$ cat src/rtl/core/sha512_pkg.sv
// Shared types, constants and round functions for the SHA-512 hasher.
package sha512_pkg;

  // Sequencer states
  typedef enum logic [2:0] {
    ST_IDLE,
    ST_PAD,
    ST_PREP,
    ST_ROUND,
    ST_FOLD,
    ST_OUT
  } state_e;

  // Padding steps after the final request
  typedef enum logic [2:0] {
    PS_DATA,
    PS_MARK,
    PS_FILL,
    PS_LEN,
    PS_DONE
  } pad_e;

  localparam int unsigned WordW   = 64;
  localparam int unsigned Slots   = 16;
  localparam int unsigned SlotW   = 4;
  localparam int unsigned Rounds  = 80;
  localparam int unsigned RoundW  = 7;
  localparam int unsigned HWords  = 8;
  localparam int unsigned HIdxW   = 3;
  localparam logic [3:0]  FullBytes = 4'd8;

  // Write request into the message word memory
  typedef struct packed {
    logic             en;
    logic [SlotW-1:0] addr;
    logic [WordW-1:0] data;
  } wr_t;

  localparam logic [63:0] InitH [HWords] = '{
    64'h6a09e667f3bcc908, 64'hbb67ae8584caa73b, 64'h3c6ef372fe94f82b, 64'ha54ff53a5f1d36f1,
    64'h510e527fade682d1, 64'h9b05688c2b3e6c1f, 64'h1f83d9abfb41bd6b, 64'h5be0cd19137e2179
  };

  localparam logic [63:0] RoundK [Rounds] = '{
    64'h428a2f98d728ae22, 64'h7137449123ef65cd, 64'hb5c0fbcfec4d3b2f, 64'he9b5dba58189dbbc,
    64'h3956c25bf348b538, 64'h59f111f1b605d019, 64'h923f82a4af194f9b, 64'hab1c5ed5da6d8118,
    64'hd807aa98a3030242, 64'h12835b0145706fbe, 64'h243185be4ee4b28c, 64'h550c7dc3d5ffb4e2,
    64'h72be5d74f27b896f, 64'h80deb1fe3b1696b1, 64'h9bdc06a725c71235, 64'hc19bf174cf692694,
    64'he49b69c19ef14ad2, 64'hefbe4786384f25e3, 64'h0fc19dc68b8cd5b5, 64'h240ca1cc77ac9c65,
    64'h2de92c6f592b0275, 64'h4a7484aa6ea6e483, 64'h5cb0a9dcbd41fbd4, 64'h76f988da831153b5,
    64'h983e5152ee66dfab, 64'ha831c66d2db43210, 64'hb00327c898fb213f, 64'hbf597fc7beef0ee4,
    64'hc6e00bf33da88fc2, 64'hd5a79147930aa725, 64'h06ca6351e003826f, 64'h142929670a0e6e70,
    64'h27b70a8546d22ffc, 64'h2e1b21385c26c926, 64'h4d2c6dfc5ac42aed, 64'h53380d139d95b3df,
    64'h650a73548baf63de, 64'h766a0abb3c77b2a8, 64'h81c2c92e47edaee6, 64'h92722c851482353b,
    64'ha2bfe8a14cf10364, 64'ha81a664bbc423001, 64'hc24b8b70d0f89791, 64'hc76c51a30654be30,
    64'hd192e819d6ef5218, 64'hd69906245565a910, 64'hf40e35855771202a, 64'h106aa07032bbd1b8,
    64'h19a4c116b8d2d0c8, 64'h1e376c085141ab53, 64'h2748774cdf8eeb99, 64'h34b0bcb5e19b48a8,
    64'h391c0cb3c5c95a63, 64'h4ed8aa4ae3418acb, 64'h5b9cca4f7763e373, 64'h682e6ff3d6b2b8a3,
    64'h748f82ee5defb2fc, 64'h78a5636f43172f60, 64'h84c87814a1f0ab72, 64'h8cc702081a6439ec,
    64'h90befffa23631e28, 64'ha4506cebde82bde9, 64'hbef9a3f7b2c67915, 64'hc67178f2e372532b,
    64'hca273eceea26619c, 64'hd186b8c721c0c207, 64'heada7dd6cde0eb1e, 64'hf57d4f7fee6ed178,
    64'h06f067aa72176fba, 64'h0a637dc5a2c898a6, 64'h113f9804bef90dae, 64'h1b710b35131c471b,
    64'h28db77f523047d84, 64'h32caab7b40c72493, 64'h3c9ebe0a15c9bebc, 64'h431d67c49c100d4c,
    64'h4cc5d4becb3e42b6, 64'h597f299cfc657e2a, 64'h5fcb6fab3ad6faec, 64'h6c44198c4a475817
  };

  function automatic logic [63:0] ror(input logic [63:0] v, input int unsigned n);
    ror = (v >> n) | (v << (64 - n));
  endfunction

  function automatic logic [63:0] bsig0(input logic [63:0] x);
    bsig0 = ror(x, 28) ^ ror(x, 34) ^ ror(x, 39);
  endfunction

  function automatic logic [63:0] bsig1(input logic [63:0] x);
    bsig1 = ror(x, 14) ^ ror(x, 18) ^ ror(x, 41);
  endfunction

  function automatic logic [63:0] ssig0(input logic [63:0] x);
    ssig0 = ror(x, 1) ^ ror(x, 8) ^ (x >> 7);
  endfunction

  function automatic logic [63:0] ssig1(input logic [63:0] x);
    ssig1 = ror(x, 19) ^ ror(x, 61) ^ (x >> 6);
  endfunction

endpackage

$ cat src/rtl/core/sha512_wmem.sv
// Sixteen-word message block memory, one write and one registered read.
module sha512_wmem (
  input  logic                                     clk_i,
  input  sha512_pkg::wr_t                          wr_i,
  input  logic [sha512_pkg::SlotW-1:0]             rd_addr_i,
  output logic [sha512_pkg::WordW-1:0]             rd_data_o
);

  logic [sha512_pkg::WordW-1:0] mem [sha512_pkg::Slots];

  // write port
  always_ff @(posedge clk_i) begin
    if (wr_i.en) begin
      mem[wr_i.addr] <= wr_i.data;
    end
  end

  // registered read port
  always_ff @(posedge clk_i) begin
    rd_data_o <= mem[rd_addr_i];
  end

endmodule

$ cat config.mk
export PLATFORM = sky130hd
export DESIGN_NAME = sha512_wmem
export DESIGN_NICKNAME = d
export VERILOG_FILES = /design/src/rtl/core/sha512_pkg.sv /design/src/rtl/core/sha512_wmem.sv
export SDC_FILE = /design/constraint.sdc
export NUM_CORES = 1
export LEC_CHECK = 0
export BUFFER_PORTS_ARGS = -buffer_cell sky130_fd_sc_hd__clkbuf_2
export CELL_PAD_IN_SITES_DETAIL_PLACEMENT = 0
export CELL_PAD_IN_SITES_GLOBAL_PLACEMENT = 1
export CORE_MARGIN = 1
export CORE_UTILIZATION = 35
export CTS_BUF_LIST = sky130_fd_sc_hd__clkbuf_8
export CTS_CLUSTER_DIAMETER = 200
export CTS_CLUSTER_SIZE = 30
export DETAILED_ROUTE_END_ITERATION = 8
export PLACE_DENSITY = 0.58
export SLEW_MARGIN = 20
export SYNTH_ARGS = -nofsm -noshare
export SYNTH_HDL_FRONTEND = slang
export SYNTH_SLANG_ARGS = --single-unit
$ cat constraint.sdc
create_clock -name clk_i -period 9.7 [get_ports clk_i]
set_input_delay 1.94 -clock clk_i [delete_from_list [all_inputs] [get_ports clk_i]]
set_output_delay 1.94 -clock clk_i [all_outputs]
set_load 0.05 [all_outputs]
### Yosys cells after proc, flatten, opt, wreduce, memory -nomap -nowiden

Memory sizes are Yosys's and may differ from the RTL's. A register that Yosys moved wholly into a read port is not among the register bits.
Cells that the tools add are included.

* register bits after elaboration: 0
* memory bits (writable): 1024
* output and inout bits: 64
* word-level logic and storage cells: 3
* memories kept: 1

Memories
* mem: depth 16, bits a word 64, read ports 1, clocked after memory_dff 1, write ports 1, RTL line sha512_wmem.sv:9 `logic [sha512_pkg::WordW-1:0] mem [sha512_pkg::Slots];`

* multiplexer cells: 2

Operators with widths (number)
* $mux 1: 2

### Longest topological paths before layout

Gate-level depths: netlist of the first run.

* depth in word-level cells: 2
* depth in mapped cells: 6

### Least setup slack after synthesis of the first run

No wires, ideal clock.

* path kind: in2reg
* start: in wr_i[66] (netlist bit)
* end: mem mem[0][0] (netlist bit), enable pin
* setup time: 565 ps
* data arrival time: 6803 ps
* data required time: 9135 ps
* setup slack: 2331 ps
* cell stages on the path: 2
* path buffers: 0
* cell sequence: or3b_2 nor3_1

RTL lines
* start, declared: RTL line sha512_wmem.sv:4 `input sha512_pkg::wr_t wr_i,`
* end, declared: RTL line sha512_wmem.sv:9

No word-level cell before the write port.

### Final worst setup path of the first run

* start: in wr_i[65] (netlist bit)
* end: mem mem[13][53] (netlist bit), enable pin

No word-level cell before the write port.

==> reports/results.tsv, run 1 <==
metric	value	unit
die height	338	µm
commonest non-fill, non-tap cells in the layout	edfxtp_1, mux4_2, clkbuf_2	
final setup violation count	0	
MaxCap Viol Count	0	
final wirelength	91.3	mm
Clock transition at path regs	0.17	ns
Max clock buf depth	3	
global-route congestion overflow total	0	
hpwl dp	44.0	mm
synth unique cells	18	
CP Launch Type	primary input	
Tightest Pin Transition	1.12	ns
Initial Util	35.2	%
largest net degree at the start of global routing	140	
Worst-Skew Late Latency	0.74	ns
Finished Layout Cells	3319	
H-tree depth	2	
vias post-DR	17300	
Yosys top cell area share	77.7	%
postcts setup bufs	0	
crit path time final	3.80	ns
PortBufs	137	
Max stage delay cell, worst path	buf_4	
Ports	138	
CP Capture Type	flop	
Hold Path Depth	3	
CP Max Fanout	48	
gpl congestion	0.689	
Util after Layout	38.2	%
Synth area leader	edfxtp_1	
dpl cells	3242	
post_cts resized	0	
GRT Util Overall	15.9	%
fin crit share	39.2	%
row cnt	123	
final clock skew	0.0404	ns
synthesized area	39600	µm²
worst ir drop on vdd	0.0986	mV
outcome	complete, no violations	
Max Slew Vio Count	0	
CTS tree	yes	
Root Driver	clkbuf_8	
Leakage	13.3	nW
pwr/cell area	177	nW/µm²
Area contributors post-synth	edfxtp_1, mux4_2, dfxtp_1	
Nets	1860	
number of synthesis warnings	0	
Crit Reg-Reg Endpoint	rd_data_o[63]	
vias per cell	5.22	
initial antenna violation count	10	
syn_nets	1721	
Core ar.	112000	µm²
min-delay src	mem[6][33]	
synthesis-to-layout area growth	8.52	%
DRC	0	
routed len/inst	27.5	µm
cts hold-fix bufs	0	
drt first pass iters	5	
Critical Path AT	4.17	ns
average size of a mapped cell	24.0	µm²
Worst slew margin	25.7	%
Worst path max stage delay	0.91	ns
share of cells above drive strength 1	27.6	%
global-route wire length before repair	132	mm
R2R depth	3	
register bit total from synthesis	1088	
Mapped Cells	1647	
TNS Setup	0	ns
CP Cell Sequence	clkbuf_2 -> nand2b_1 -> nor2_4 -> buf_4	
DRT antenna net count	0	
final hold viol count	0	
TritonCTS buffer count	42	
vias in the first global route	18500	
clock sink total	1088	
Hold Path End	rd_data_o[33]	
DR iter-0 viols	1663	
die width	338	µm
fillers	10100	
CP Class	in -> reg	
FMAX	263	MHz
worst min-delay path category	reg -> reg	
post-synthesis sequential area ratio	80.9	%
Reg2Reg Setup Slack	8.32	ns
commonest non-fill, non-tap cell in the layout	edfxtp_1	
die area	114000	µm²
CP required	10.06	ns
RSZ-0062 raised after global routing	no	
worst r2r src	mem[2][63]	
==> final cells by class <==
type,count,area [µm²],area share (%)
flip-flops and latches,1088,32000,74.6
multi-input cells,475,7230,16.8
well taps,1500,1880,4.37
repair buffers,179,1050,2.44
clock buffers,45,619,1.44
clock inverters,31,143,0.332
diodes,1,2.50,0.00583
==> per-stage QoR <==
| step | hold WS [ns] | total power [mW] | setup slack (ns) | cell area, µm² |
|---|---|---|---|---|
| after floorplan | 0.635 | 5.74 | 2.33 | 39600 |
| after global placement | 0.657 | 5.95 | 5.07 | 42200 |
| after global routing | 0.699 | 7.86 | 5.80 | 43000 |
| final | 0.675 | 7.59 | 5.90 | 43000 |
| after detailed placement | 0.659 | 5.96 | 5.05 | 42200 |
| after CTS | 0.674 | 7.69 | 5.88 | 42900 |
==> metal layers <==
| layer | global-route usage (%) | share of wire (%) |
|---|---|---|
| met4 | 2.46 | 1.2 |
| met2 | 26.3 | 49 |
| met1 | 22.4 | 45 |
| met5 | 0 | 0.11 |
| met3 | 2.70 | 5.1 |
==> Yosys cell counts <==
library cell  count
edfxtp_1       1024
mux4_2          256
a22oi_1         128
nand2_1          65
dfxtp_1          64
clkbuf_1         36
buf_1            16
buf_2            13
buf_6            13
nor2_1           13
buf_4             6
nor3_1            4
nand2b_1          2
nand3b_1          2
nor2b_1           2
and2_1            1
nand3_1           1
or3b_2            1
==> logic make-up (layout without fill, tap and decap cells) <==
group                  after synthesis  in the layout  synth area share, %
DFF                               1088           1088                 80.9
muxes                              256            256                 14.6
AOI/OAI and AO/OA                  128            128                 2.43
and+or+nand+nor                     91             91                0.942
buffers and inverters               84            255                 1.14
other                                0              1                    0
==> worst max-delay path by stage <==
| stage | startpoint | end | cells past startpoint |
|---|---|---|---|
| floorplan | wr_i[66] | mem[0][0] | 2 |
| global placement | wr_i[65] | mem[13][53] | 4 |
| detailed placement | wr_i[65] | mem[13][53] | 4 |
| CTS | wr_i[65] | mem[13][53] | 4 |
| global route | rd_addr_i[0] | rd_data_o[21] | 5 |
| finish | wr_i[65] | mem[13][53] | 4 |
==> flip-flops by register name (all words and copies together) (netlist names) <==
signal	cells
mem	1024
rd_data_o	64
==> critical path: cells and delay by family <==
kind	cells	cell delay (ns)
simple gates	2	1.10
buf+inv	2	1.07
==> report_power, final <==
group	switching, mW	internal, mW
Combinational	0.370	0.180
Clock	1.31	0.445
Sequential	0.0400	5.25
Total	1.72	5.87
Power figures use the tool's default switching activity.
==> run 2: changes to the inputs <==
Clock period 9.7 ns to 3.7 ns, I/O delays scaled along.
==> reports/results.tsv, run 2 (same netlist as run 1, synthesis figures left out) <==
metric	value	unit	change
outcome	complete, no violations		
Net Sw Frac	22.7	%	+0.067 points
CP required	2.96	ns	-7.10 ns
global-route congestion overflow total	0		unchanged
CTS tree	yes		
Worst-Skew Late Latency	0.73	ns	about the same
R2R depth	3		unchanged
clock power share	23.1	%	about the same
Initial Util	35.2	%	unchanged
TritonCTS buffer count	42		unchanged
worst ir drop on vdd	0.231	mV	+130%
Max clock buf depth	3		unchanged
Hold Path End	mem[5][28]		
final clock skew	0.0383	ns	-0.00205 ns
min-delay src	wr_i[28]		
vias in the first global route	18400		-0.47%
vias post-DR	17200		-0.98%
CP Max Fanout	1		-98%
Util after Layout	38.8	%	+0.57 points
MaxCap Viol Count	0		unchanged
final hold viol count	0		unchanged
vias per cell	5.13		-1.8%
postcts setup bufs	0		unchanged
die height	338	µm	unchanged
RSZ-0062 raised after global routing	no		
final setup violation count	0		unchanged
fin crit share	62.8	%	
Core ar.	112000	µm²	unchanged
Tightest Pin Transition	0.924	ns	-0.191 ns
crit-path leading delay family	flip-flops		
Crit. path cell count	1		-3
row cnt	123		unchanged
Root Driver	clkbuf_8		
commonest non-fill, non-tap cell in the layout	edfxtp_1		
worst min-delay path category	in -> reg		
clock sink total	1088		unchanged
GRT Util Overall	15.3	%	-0.55 points
H-tree depth	2		unchanged
post_cts resized	0		unchanged
global-route wire length before repair	129	mm	-2.2%
initial antenna violation count	6		-4
Placed Area	42800	µm²	+1.5%
Critical Path AT	1.58	ns	-2.59 ns
final wirelength	88.0	mm	-3.6%
CP Class	reg -> out		
synthesis-to-layout area growth	10.1	%	
PortBufs	137		unchanged
DRC	0		unchanged
routed len/inst	26.3	µm	-4.4%
worst r2r src	mem[2][63]		
DRT antenna net count	0		unchanged
Max Slew Vio Count	0		unchanged
Reg2Reg Setup Slack	2.08	ns	-6.24 ns
CP Capture Type	output port		
crit path time final	2.32	ns	
Leakage	13.5	nW	+1.8%
Ports	138		unchanged
die area	114000	µm²	unchanged
Worst path max stage delay	0.51	ns	-0.40 ns
Nets	1887		+1.5%
Hold Path Depth	1		-2
gpl congestion	0.697		+1.1%
Clock transition at path regs	0.18	ns	about the same
Crit Reg-Reg Endpoint	rd_data_o[63]		
CP Launch Type	flop		
design area	43600	µm²	+1.5%
cts hold-fix bufs	0		unchanged
commonest non-fill, non-tap cells in the layout	edfxtp_1, mux4_2, clkbuf_2		
Comb power frac	7.5	%	+0.3 points
share of cells above drive strength 1	28.7	%	+1.1 points
Worst slew margin	38.4	%	+13 points
largest net degree at the start of global routing	65		-54%
Largest regs	mem (1024), rd_data_o (64)		
CP Cell Sequence	clkbuf_2		
pwr/cell area	458	nW/µm²	+160%
TNS Setup	0	ns	unchanged
drt first pass iters	5		unchanged
DR iter-0 viols	1644		-1.1%
Reg with most FFs	mem		
Sequential Power Share	69.4	%	-0.3 points
Int Power	15.4	mW	+160%
Max stage delay cell, worst path	dfxtp_1		
Largest register FFs	1024		unchanged
die width	338	µm	unchanged
Switching Power	4.54	mW	+160%
CP bufs+invs	1		-1
hpwl dp	47.9	mm	+8.9%
FMAX	431	MHz	
-- run 2: cell types whose count changed in the layout (fill, tap and decap cells not counted) --
cell / change
buf_12: +33
buf_4: -6
inv_1: -2
nor3_2: -4
diode_2: +3
nor3_4: +4
-- run 2: worst max path at each step --
| stage | slack, ns | to | startpoint |
|---|---|---|---|
| 2_1_floorplan | -0.73 | mem[1][0] | wr_i[66] |
| 3_3_place_gp | 0.82 | rd_data_o[15] | rd_addr_i[0] |
| 3_5_place_dp | 0.84 | rd_data_o[15] | rd_addr_i[0] |
| 5_1_grt | 1.28 | rd_data_o[49] | rd_data_o[49] |
| 4_1_cts | 1.27 | rd_data_o[9] | rd_data_o[9] |
| 6_report | 1.38 | rd_data_o[22] | rd_data_o[22] |
-- run 2: final cells by class --
class | instances | area [µm²]
well taps | 1500 | 1880
fillers | 10000 | 68800
repair buffers | 206 | 1660
clock buffers | 45 | 619
multi-input cells | 475 | 7260
flip-flops and latches | 1088 | 32000
clock inverters | 29 | 135
diodes | 4 | 10.0
-- run 2: metrics by stage --
stage | total power, mW | hold WS, ns | std cells | setup WS (ns)
final | 20.0 | 0.387 | 3347 | 1.38
after CTS | 20.2 | 0.320 | 3343 | 1.27
after global placement | 15.7 | 0.657 | 3269 | 0.816
after detailed placement | 15.7 | 0.656 | 3269 | 0.840
after global routing | 20.7 | 0.336 | 3345 | 1.28
after floorplan | 15.1 | 0.635 | 1647 | -0.734
-- run 2: layer usage --
layer	wire [µm]	track usage, %	vias to the layer above
met4	1100	2.41	2
met2	42900	25.2	347
met1	39900	22.2	9450
met3	4140	2.12	62
met5	12	0	-
li1	-	-	7296
-- run 2: power groups by stage --
stage	sequential, mW	clock [mW]	combinational [mW]
floorplan	14.4	0	0.659
global placement	14.1	0	1.52
detailed placement	14.1	0	1.54
CTS	13.9	4.80	1.54
global route	13.9	5.16	1.61
finish	13.9	4.61	1.50
